$ cat src/hdl/egarch_pkg.sv
package egarch_pkg;

   localparam int SAMPLE_W = 32;
   localparam int HVAR_W   = 23;
   localparam int Z_W      = 24;
   localparam int TERM_W   = 32;
   localparam int TOTAL_W  = 41;
   localparam int CSR_W    = 24;
   localparam int CSR_IDX_W = 3;
   localparam int ACC_W    = 50;

   localparam logic [CSR_IDX_W-1:0] CSR_OMEGA   = 3'd0;
   localparam logic [CSR_IDX_W-1:0] CSR_ALPHA1  = 3'd1;
   localparam logic [CSR_IDX_W-1:0] CSR_ALPHA2  = 3'd2;
   localparam logic [CSR_IDX_W-1:0] CSR_GAMMA1  = 3'd3;
   localparam logic [CSR_IDX_W-1:0] CSR_GAMMA2  = 3'd4;
   localparam logic [CSR_IDX_W-1:0] CSR_BETA1   = 3'd5;
   localparam logic [CSR_IDX_W-1:0] CSR_BETA2   = 3'd6;
   localparam logic [CSR_IDX_W-1:0] CSR_INIT_H  = 3'd7;

   localparam logic signed [24:0] EABS_Q16     = 25'sd52290;
   localparam logic signed [23:0] LOG2PI_Q16   = 24'sd120447;
   localparam logic signed [33:0] H_LIMIT      = 34'sd3276800;
   localparam logic signed [39:0] INV_2LN2_Q16 = 40'sd47274;
   localparam logic [63:0]        LN2_Q30      = 64'd744261118;
   localparam logic [71:0]        Z_POS_LIMIT  = 72'd8388607;
   localparam logic [71:0]        Z_NEG_LIMIT  = 72'd8388608;
   localparam logic signed [TOTAL_W-1:0] NLL_MAX = {1'b0, {(TOTAL_W-1){1'b1}}};
   localparam logic signed [TOTAL_W-1:0] NLL_MIN = {1'b1, {(TOTAL_W-1){1'b0}}};

   typedef struct packed {
      logic signed [23:0] omega;
      logic signed [19:0] alpha1;
      logic signed [19:0] alpha2;
      logic signed [19:0] gamma1;
      logic signed [19:0] gamma2;
      logic signed [16:0] beta1;
      logic signed [16:0] beta2;
      logic signed [22:0] init_h;
   } cfg_type;

   typedef struct packed {
      logic                       valid;
      logic signed [SAMPLE_W-1:0] sample;
      logic                       start;
   } item_type;

   typedef enum logic [3:0] {
      ST_IDLE,
      ST_MAC,
      ST_HCLAMP,
      ST_XMUL,
      ST_LOOKUP,
      ST_PROD,
      ST_SHIFT,
      ST_SQUARE,
      ST_ACCUM
   } state_type;

endpackage

$ cat src/hdl/egarch_front.sv
module egarch_front (
   input  logic                clock,
   input  logic                reset,
   input  logic                req_push,
   output logic                req_full,
   input  logic signed [31:0]  req_return_sample,
   input  logic                req_series_start,
   output egarch_pkg::item_type item,
   input  logic                item_pop
);
   import egarch_pkg::*;

   logic signed [SAMPLE_W-1:0] sample_ff [2];
   logic                       start_ff  [2];
   logic       wr_ptr_ff, wr_ptr_in;
   logic       rd_ptr_ff, rd_ptr_in;
   logic [1:0] count_ff, count_in;
   logic       do_push, do_pop;

   assign req_full = (count_ff == 2'd2);
   assign do_push  = req_push && !req_full;
   assign do_pop   = item_pop && (count_ff != 2'd0);

   assign item.valid  = (count_ff != 2'd0);
   assign item.sample = sample_ff[rd_ptr_ff];
   assign item.start  = start_ff[rd_ptr_ff];

   always_comb begin
      wr_ptr_in = do_push ? !wr_ptr_ff : wr_ptr_ff;
      rd_ptr_in = do_pop ? !rd_ptr_ff : rd_ptr_ff;
      count_in  = count_ff + {1'b0, do_push} - {1'b0, do_pop};
   end

   always_ff @(posedge clock) begin
      if (reset) begin
         wr_ptr_ff <= 1'b0;
         rd_ptr_ff <= 1'b0;
         count_ff  <= 2'd0;
      end else begin
         wr_ptr_ff <= wr_ptr_in;
         rd_ptr_ff <= rd_ptr_in;
         count_ff  <= count_in;
      end
   end

   always_ff @(posedge clock) begin
      if (do_push) begin
         sample_ff[wr_ptr_ff] <= req_return_sample;
         start_ff[wr_ptr_ff]  <= req_series_start;
      end
   end

endmodule

$ cat config.mk
export PLATFORM = sky130hd
export DESIGN_NAME = egarch_front
export DESIGN_NICKNAME = d
export VERILOG_FILES = /design/src/hdl/egarch_pkg.sv /design/src/hdl/egarch_front.sv
export SDC_FILE = /design/constraint.sdc
export NUM_CORES = 1
export LEC_CHECK = 0
export ABC_AREA = 1
export BUFFER_PORTS_ARGS = -buffer_cell sky130_fd_sc_hd__buf_2
export CORE_MARGIN = 2
export CORE_UTILIZATION = 40
export CTS_CLUSTER_DIAMETER = 100
export CTS_CLUSTER_SIZE = 12
export DETAILED_ROUTE_END_ITERATION = 10
export GPL_ROUTABILITY_DRIVEN = 0
export PLACE_DENSITY = 0.72
export SLEW_MARGIN = 20
export SYNTH_ARGS = -nofsm -noshare
export SYNTH_HDL_FRONTEND = slang
export SYNTH_SLANG_ARGS = --single-unit
$ cat constraint.sdc
create_clock -name clock -period 2.3 [get_ports clock]
set_input_delay 0.115 -clock clock [delete_from_list [all_inputs] [get_ports clock]]
set_output_delay 0.115 -clock clock [all_outputs]
set_load 0.02 [all_outputs]
==> results.json, run 1 <==
{
  "grtUsageMet3_pct": 3.70,
  "worst_setup_path_end_kind": "primary output",
  "final_common_cell": "buf_2",
  "io_buffers": 71,
  "seq_area_um2": 2080,
  "hold_viol": 0,
  "grt.busiest_layer": "met2",
  "clock-sinks": 71,
  "placed_cell_area_um2": 3230,
  "drive_above_1_share_pct": 46.7,
  "syn_area_um2": 2790,
  "area_growth_syn_to_layout_pct": 34.5,
  "use_met1_pct": 14.1,
  "worstPathRequired_ps": 2180,
  "path_buf_inv": 2,
  "cts-root-buf": "clkbuf_8",
  "rsz0062_at_grt": "no",
  "multi_input_area_um2": 606,
  "die_w_um": 87.4,
  "syn_inst": 141,
  "wire_per_inst_um": 14.1,
  "cpPeakStageDelay_ps": 480,
  "hold_class": "input port to flop",
  "leakagePower_nw": 1.54,
  "grtUsageMet2_pct": 21.5,
  "drv_slew": 0,
  "dieArea_um2": 7650,
  "fin_crit_sh_pct": 75.0,
  "placed_cells": 291,
  "num_vias": 1559,
  "p_sw_mw": 1.15,
  "ys_types": 12,
  "status": "finished clean",
  "ios": 72,
  "crit_chain": "buf_12 -> mux2_2 -> buf_2",
  "drc": 0,
  "synth_seq_cells": 71,
  "netlist_top_cells_area": "edfxtp_1, mux2_4, dfxtp_1",
  "cts_buffer_depth": 2,
  "initial_utilization_pct": 41.2,
  "drt-total-wl_um": 4790,
  "syn_nets": 180,
  "grt_max_degree": 34,
  "layout_common_cells": "buf_2, edfxtp_1, dlygate4sd3_1, mux2_4",
  "clockPowerShare_pct": 24.3,
  "rows": 30,
  "critical_path_class": "flop to primary output",
  "track_usage_pct": 12.5,
  "viasPerCell": 4.57,
  "fin_worst_skew_ps": 9.13,
  "core_um2": 6760,
  "crit_family": "flip-flops",
  "relSlewSlack_pct": 68.1,
  "irDropWorstVdd_mv": 0.692,
  "grt_antenna_before_repair": 0,
  "grt-ovfl-total": 0,
  "synth_top_area_share_pct": 71.2,
  "min_period_ps": 1730,
  "grt_pass1_wl_um": 7040,
  "dp_hpwl_um": 2930,
  "internal_power_mw": 2.67,
  "n_fill_cell": 557,
  "drt_iter0_markers": 48,
  "cts_setup_buffers": 0,
  "fin_cells": 341,
  "max_freq_mhz": 580,
  "p_sw_share_pct": 30.1,
  "first_pass_iters": 4,
  "setup_viol": 0,
  "slowest_stage": "dfxtp_2",
  "clk_latency_ps": 340,
  "syn_area_per_cell_um2": 19.8,
  "p_per_area_nw_per_um2": 1020,
  "hold_start": "req_push",
  "numCtsBuffers": 9,
  "power_frac_seq_pct": 44.9,
  "r2r_start": "count_ff[0]$_SDFF_PP0_",
  "final_util_pct": 55.4,
  "power_frac_comb_pct": 30.8,
  "stdcell_area_um2": 3750,
  "die_h_um": 87.4,
  "tritoncts": "done",
  "critPathMaxFanout": 27,
  "yosysTopAreaCell": "edfxtp_1",
  "tns_ps": 0,
  "grt_pass1_vias": 1562,
  "drv_cap": 0,
  "ant_nets": 0,
  "start_kind": "flop",
  "diodes": 0,
  "nNetsFinal": 295,
  "synth_seq_area_share_pct": 74.8,
  "arrival_ps": 1610,
  "htreeDepth": 3,
  "cts.clk_slew.worst_paths_ps": 60,
  "yosysWarningCount": 0,
  "worst_pin_slew_ps": 478
}
metrics by stage:
stage | setup WS, ps | power, mW | hold slack (ps)
2_1_floorplan | 464 | 2.61 | 186
5_1_grt | 497 | 4.01 | 89.2
3_3_place_gp | 772 | 2.87 | 284
6_report | 575 | 3.82 | 79.0
4_1_cts | 551 | 3.85 | 68.2
3_5_place_dp | 703 | 2.89 | 290
area by class of cell:
| class | instances | area share [%] |
|---|---|---|
| sequential | 71 | 55.6 |
| multi-input combinational | 57 | 16.2 |
| inverter | 9 | 0.902 |
| clock inverter | 5 | 1.30 |
| clock buffer | 11 | 3.51 |
| tap | 80 | 2.67 |
| timing repair buffer | 108 | 19.8 |
cell usage after synthesis:
cell      instances
a21oi_1           2
buf_12            3
buf_6             1
nor2_1            9
nand3_1           3
inv_1             9
mux2_2            3
dfxtp_1           5
ha_1              2
mux2_4           30
edfxtp_1         66
nand2_1           8
per-layer routing:
layer	part of all wire, %	vias up
met5	0	-
met4	1.7	0
met3	3.7	8
met2	50	43
met1	44	759
li1	-	749
worst min-delay path: stages:
cell and delay [ps]:
buf_2 100, a21oi_1 60, nor2_1 90
sequential cells by signal (all words and copies together), names as in the netlist, named ones only:
register   count
start_ff       2
wr_ptr_ff      1
rd_ptr_ff      1
sample_ff     64
count_ff       2
cells by family after synthesis:
kind of cell | share of synthesized area (%)
AO/OA/AOI/OAI | 0.359
adder cells (fa/ha/maj) | 0.898
buffers and inverters | 3.77
flip-flops | 74.8
multiplexers | 17.4
AND/OR/NAND/NOR | 2.83
power groups by stage:
stage	clock, mW	sequential, mW	combinational [mW]
after global placement	0	1.74	1.13
after floorplan	0	1.71	0.895
final	0.927	1.72	1.17
after detailed placement	0	1.74	1.14
after global routing	1.01	1.73	1.27
after CTS	0.946	1.72	1.19
repair_timing:
action / in CTS / in global routing
hold buffers: 34 / 0
gates resized for setup: 0 / 0
hold endpoints to repair: 67 / 0
final timing paths:
kind	to	slack, ps	cells past startpoint
setup / recovery	item[1]	570	3
hold / removal	wr_ptr_ff$_SDFFE_PP0N_	80	3
setup reg to reg	count_ff[1]$_SDFF_PP0_	710	10
hold reg to reg	flop	510	2
(Power assumes the default switching activity.)
==> run 2: changes to the inputs <==
==> constraint.sdc (replaced) <==
create_clock -name clock -period 1.55 [get_ports clock]
set_input_delay 0.0775 -clock clock [delete_from_list [all_inputs] [get_ports clock]]
set_output_delay 0.0775 -clock clock [all_outputs]
set_load 0.02 [all_outputs]
==> run 2 against run 1 <==
  * Clock skew fell by 4.6 ps
  * Wire length fell by 1.3%
  * Non-clock buffer count rose by 6
  * Critical path depth did not move
  * Clock power rose by 23%
  * Core utilization rose by 1.0 points
  * Clock-buffer cell count fell by 2
  * Worst hold slack got worse by 19 ps
  * Final cell count rose by 1.2%
  * Global-route usage rose by 0.27 points
  * Setup slack got worse by 490 ps
  * Largest cell class unchanged
  * Largest power group unchanged
  * Highest routed layer unchanged
==> results.json, run 2 (synthesis gave the netlist of run 1 again) <==
{
  "status": "finished clean",
  "final_util_pct": 56.5,
  "cpPeakStageDelay_ps": 360,
  "initial_utilization_pct": 41.2,
  "cp.depth": 3,
  "drive_above_1_share_pct": 51.7,
  "start_kind": "flop",
  "cts_buffer_depth": 2,
  "seq_area_um2": 2090,
  "use_met1_pct": 15.0,
  "drc": 0,
  "worst_setup_path_end_kind": "primary output",
  "p_per_area_nw_per_um2": 1470,
  "track_usage_pct": 12.8,
  "layout_common_cells": "buf_2, edfxtp_1, dlygate4sd3_1, mux2_4, clkbuf_8",
  "grt.busiest_layer": "met2",
  "core_um2": 6760,
  "grt_antenna_before_repair": 0,
  "hold_end": "wr_ptr_ff$_SDFFE_PP0N_",
  "ios": 72,
  "dp_hpwl_um": 3000,
  "grt_pass1_vias": 1595,
  "irDropWorstVdd_mv": 0.761,
  "die_h_um": 87.4,
  "drv_slew": 0,
  "n_fill_cell": 546,
  "numCtsBuffers": 9,
  "ff2ff_path_depth": 8,
  "hold_depth": 3,
  "clock-sinks": 71,
  "critPathMaxFanout": 17,
  "ant_nets": 0,
  "tritoncts": "done",
  "timing.rr.end": "count_ff[1]$_SDFF_PP0_",
  "placed_cells": 295,
  "dieArea_um2": 7650,
  "clk_latency_ps": 320,
  "grtUsageMet3_pct": 3.41,
  "fin_cells": 345,
  "relSlewSlack_pct": 87.2,
  "diodes": 0,
  "cts.clk_slew.worst_paths_ps": 60,
  "nNetsFinal": 301,
  "final_common_cell": "buf_2",
  "crit_family": "buffers and inverters",
  "arrival_ps": 1390,
  "min_period_ps": 1460,
  "grt_pass1_wl_um": 7190,
  "largest_reg_flops": 64,
  "path_buf_inv": 2,
  "fin_worst_skew_ps": 4.56,
  "drv_cap": 0,
  "r2r_slack_ps": 130,
  "wire_per_inst_um": 13.7,
  "leakagePower_nw": 1.55,
  "drt-total-wl_um": 4730,
  "top_register": "sample_ff",
  "worst_pin_slew_ps": 191,
  "worstPathRequired_ps": 1470,
  "multi_input_area_um2": 619,
  "max_freq_mhz": 683,
  "htreeDepth": 3,
  "slowest_stage": "dfxtp_2",
  "critical_path_class": "flop to primary output",
  "rows": 30,
  "setup_viol": 0,
  "io_buffers": 71,
  "tns_ps": 0,
  "viasPerCell": 4.57,
  "area_growth_syn_to_layout_pct": 37.0,
  "grt_max_degree": 26,
  "cts-root-buf": "clkbuf_8",
  "timing.hold.ws_ps": 59.7,
  "grt-ovfl-total": 0,
  "r2r_start": "count_ff[1]$_SDFF_PP0_",
  "hold_viol": 0,
  "hold_class": "input port to flop",
  "reg_top3": "sample_ff (64), count_ff (2), start_ff (2)",
  "first_pass_iters": 4,
  "num_vias": 1578,
  "hold_start": "req_push",
  "fin_crit_sh_pct": 94.4,
  "rsz0062_at_grt": "yes",
  "crit_chain": "buf_8 -> mux2_4 -> buf_2",
  "drt_iter0_markers": 66,
  "die_w_um": 87.4,
  "grtUsageMet2_pct": 20.8
}
==> run 2: cell types whose count changed in the layout (fill, tap and decap cells not counted), moves of 2 or more <==
| cell | change |
|---|---|
| buf_12 | +2 |
| buf_4 | +3 |
| clkbuf_1 | -2 |
| clkinvlp_4 | +2 |
| dfxtp_1 | -2 |
| dfxtp_2 | +2 |
| nand2_1 | -3 |
| nand2_2 | +3 |
==> run 2: repair_timing <==
action                                  4_1_cts  5_1_grt
endpoints found under the setup margin       17       10
hold buffers                                 34        0
endpoints found under the hold margin        67        0
gates resized for setup                       1        8
setup buffers                                 0        2
==> run 2: metrics by stage <==
step / power, mW / instance area (µm²) / setup WS, ps
2_1_floorplan: 3.87 / 2800 / 59.5
3_3_place_gp: 4.32 / 3280 / 114
3_5_place_dp: 4.36 / 3280 / 39.9
4_1_cts: 5.60 / 3780 / 14.9
5_1_grt: 5.91 / 3810 / 8.06
6_report: 5.59 / 3810 / 86.8
==> run 2: area by class of cell <==
type | count | area share (%)
clock buffer | 9 | 3.25
sequential | 71 | 54.7
clock inverter | 5 | 0.722
timing repair buffer | 114 | 21.5
tap | 80 | 2.62
inverter | 9 | 0.984
multi-input combinational | 57 | 16.2
==> run 2: worst min-delay path: stages <==
cell     delay, ps
buf_2          110
a21oi_1         60
nor2_1          90
==> run 2: layer usage <==
layer | vias to the layer above | part of all wire, %
met1 | 744 | 40
met2 | 59 | 52
li1 | 762 | -
met4 | 0 | 3.1
met5 | - | 0
met3 | 13 | 5.1
==> run 2: power by group <==
| part | internal, mW | switching (mW) |
|---|---|---|
| clock | 0.550 | 0.594 |
| combinational | 0.914 | 1.00 |
| sequential | 2.43 | 0.0949 |
| total | 3.90 | 1.69 |
==> run 2: worst max path at each step <==
stage | startpoint | slack, ps | endpoint
2_1_floorplan | count_ff[0]$_SDFF_PP0_ | 60 | sample_ff[0][0]$_DFFE_PP_
3_3_place_gp | count_ff[0]$_SDFF_PP0_ | 110 | count_ff[1]$_SDFF_PP0_
3_5_place_dp | count_ff[0]$_SDFF_PP0_ | 40 | count_ff[1]$_SDFF_PP0_
4_1_cts | flop | 10 | item[14]
5_1_grt | count_ff[1]$_SDFF_PP0_ | 8 | count_ff[1]$_SDFF_PP0_
6_report | flop | 90 | item[17]
==> run 3: changes to the inputs <==
--- a/config.mk
+++ b/config.mk
@@ -7,13 +7,15 @@
 export LEC_CHECK = 0
 export ABC_AREA = 1
 export BUFFER_PORTS_ARGS = -buffer_cell sky130_fd_sc_hd__buf_2
+export CELL_PAD_IN_SITES_DETAIL_PLACEMENT = 1
+export CELL_PAD_IN_SITES_GLOBAL_PLACEMENT = 1
 export CORE_MARGIN = 2
-export CORE_UTILIZATION = 40
+export CORE_UTILIZATION = 39
 export CTS_CLUSTER_DIAMETER = 100
 export CTS_CLUSTER_SIZE = 12
 export DETAILED_ROUTE_END_ITERATION = 10
 export GPL_ROUTABILITY_DRIVEN = 0
-export PLACE_DENSITY = 0.72
+export PLACE_DENSITY = 0.8
 export SLEW_MARGIN = 20
 export SYNTH_ARGS = -nofsm -noshare
 export SYNTH_HDL_FRONTEND = slang
==> constraint.sdc (replaced) <==
create_clock -name clock -period 1.55 [get_ports clock]
set_input_delay 0.0775 -clock clock [delete_from_list [all_inputs] [get_ports clock]]
set_output_delay 0.0775 -clock clock [all_outputs]
set_load 0.01 [all_outputs]
==> run 3 against run 2 <==
  * Register-to-register slack lost 130 ps
  * Worst hold slack lost 2.8 ps
  * Clock power grew 19%
  * Maximum frequency shrank 5.3%
  * Via count grew 4.5%
  * Critical endpoint is now count_ff[1]$_SDFF_PP0_
  * Largest power group unchanged
  * Highest routed layer unchanged
==> results.json, run 3 (synthesis gave the netlist of run 1 again) <==
{
  "power_frac_comb_pct": 32.4,
  "initial_utilization_pct": 40.5,
  "viasPerCell": 4.47,
  "drc": 0,
  "area_growth_syn_to_layout_pct": 40.7,
  "ios": 72,
  "htreeDepth": 3,
  "internal_power_mw": 4.15,
  "layout_common_cells": "buf_2, edfxtp_1, dlygate4sd3_1, mux2_4, buf_4",
  "worst_setup_path_end_kind": "flop",
  "start_kind": "flop",
  "cts.clk_slew.worst_paths_ps": 70,
  "setup_viol": 0,
  "io_buffers": 71,
  "cts-root-buf": "clkbuf_8",
  "dp_hpwl_um": 3910,
  "p_per_area_nw_per_um2": 1480,
  "critPathMaxFanout": 4,
  "clk_latency_ps": 330,
  "drt_iter0_markers": 41,
  "max_freq_mhz": 647,
  "worst_path_most_repeated_cell": "nor2_2",
  "timing.hold.ws_ps": 56.9,
  "drv_slew": 0,
  "min_period_ps": 1550,
  "dieArea_um2": 7830,
  "final_util_pct": 57.1,
  "relSlewSlack_pct": 86.1,
  "crit_family": "simple AND/OR/NAND/NOR gates",
  "reg_top3": "sample_ff (64), count_ff (2), start_ff (2)",
  "grt_pass1_vias": 1776,
  "place_ws_ps": -97.6,
  "drive_above_1_share_pct": 54.2,
  "worst_pin_slew_ps": 208,
  "core_um2": 6870,
  "largest_reg_flops": 64,
  "hold_viol": 0,
  "path_buf_inv": 2,
  "fin_worst_skew_ps": 5.90,
  "status": "finished clean",
  "drt-total-wl_um": 6090,
  "track_usage_pct": 15.5,
  "die_w_um": 88.5,
  "diodes": 0,
  "clockPowerShare_pct": 23.4,
  "arrival_ps": 1770,
  "top_register": "sample_ff",
  "wire_per_inst_um": 16.5,
  "fin_crit_sh_pct": 99.7,
  "clock-sinks": 71,
  "crit_chain": "nor2_2 -> nor2_2 -> ha_4 -> inv_2 -> ha_2 -> inv_1 -> nand2_2 -> nand3_2 -> nand2_1 -> nor2_1",
  "slowest_stage": "dfxtp_2",
  "cts_buffer_depth": 2,
  "grt-ovfl-total": 0,
  "die_h_um": 88.5,
  "rsz0062_at_grt": "yes",
  "numCtsBuffers": 9,
  "num_vias": 1649,
  "rows": 30,
  "first_pass_iters": 4,
  "irDropWorstVdd_mv": 0.776,
  "critical_path_class": "flop to flop",
  "grt_antenna_before_repair": 0,
  "power_frac_seq_pct": 44.2,
  "leakagePower_nw": 1.60,
  "n_fill_cell": 667,
  "final_common_cell": "buf_2",
  "tritoncts": "done",
  "ant_nets": 0,
  "layout_setup_ws_ps": 4.51,
  "worstPathRequired_ps": 1770,
  "p_sw_share_pct": 28.3,
  "drv_cap": 0,
  "cpPeakStageDelay_ps": 370,
  "nNetsFinal": 307,
  "hold_class": "input port to flop",
  "grt_max_degree": 24,
  "p_sw_mw": 1.64,
  "grt_pass1_wl_um": 8720
}
==> run 3: cell count changes in the layout (fill, tap and decap cells not counted), sizes merged <==
cell      before  now
clkbuf         9   11
bufinv         0    1
clkinvlp       2    1
buf           80   86
==> run 3: power groups by stage <==
stage | sequential [mW] | clock [mW] | combinational (mW)
3_3_place_gp | 2.57 | 0 | 1.54
6_report | 2.56 | 1.36 | 1.88
4_1_cts | 2.57 | 1.40 | 1.69
5_1_grt | 2.59 | 1.48 | 2.01
3_5_place_dp | 2.60 | 0 | 1.60
2_1_floorplan | 2.54 | 0 | 1.11
==> run 3: per-stage QoR <==
stage	power [mW]	TNS (ps)	instances	area, µm²
finish	5.80	0	369	3920
detailed placement	4.20	-97.6	312	3300
floorplan	3.64	0	141	2800
global route	6.08	-176	369	3920
CTS	5.66	-154	362	3830
global placement	4.11	0	312	3300
==> run 3: routing by layer <==
metal	GRT usage, %	share of wire, %
met2	27.7	57
met5	0	0
met1	16.4	38
met4	9.23	2.3
met3	4.10	3.4
==> run 3: worst reg2reg max path, stage by stage (launching register included) <==
cell and delay (ps):
dfxtp_2 370, nor2_2 60, nor2_2 180, ha_4 240, inv_2 60, ha_2 190
inv_1 60, nand2_2 90, nand3_2 90, nand2_1 70, nor2_1 40
==> run 3: cell type report <==
type | instances | area, µm² | area share, %
multi-input combinational | 57 | 648 | 16.5
clock buffer | 11 | 131 | 3.35
sequential | 71 | 2090 | 53.3
inverter | 9 | 37.5 | 0.958
tap | 96 | 120 | 3.06
clock inverter | 5 | 48.8 | 1.24
timing repair buffer | 120 | 846 | 21.6
==> run 3: timing repair <==
action	CTS	global route
pin swaps	0	1
resized for setup	4	11
setup buffers	0	7
endpoints found under the setup margin	29	19
hold buffers	34	0
hold endpoints to repair	67	0
==> run 3: path summary, 6_finish.rpt <==
path                          startpoint                endpoint  slack (ps)  depth (start not counted)
setup / recovery  count_ff[1]$_SDFF_PP0_  count_ff[1]$_SDFF_PP0_           5                         10
hold / removal                  req_push  wr_ptr_ff$_SDFFE_PP0N_          60                          3
setup reg to reg  count_ff[1]$_SDFF_PP0_  count_ff[1]$_SDFF_PP0_           5                         10
hold reg to reg   rd_ptr_ff$_SDFFE_PP0P_                    flop         540                          2
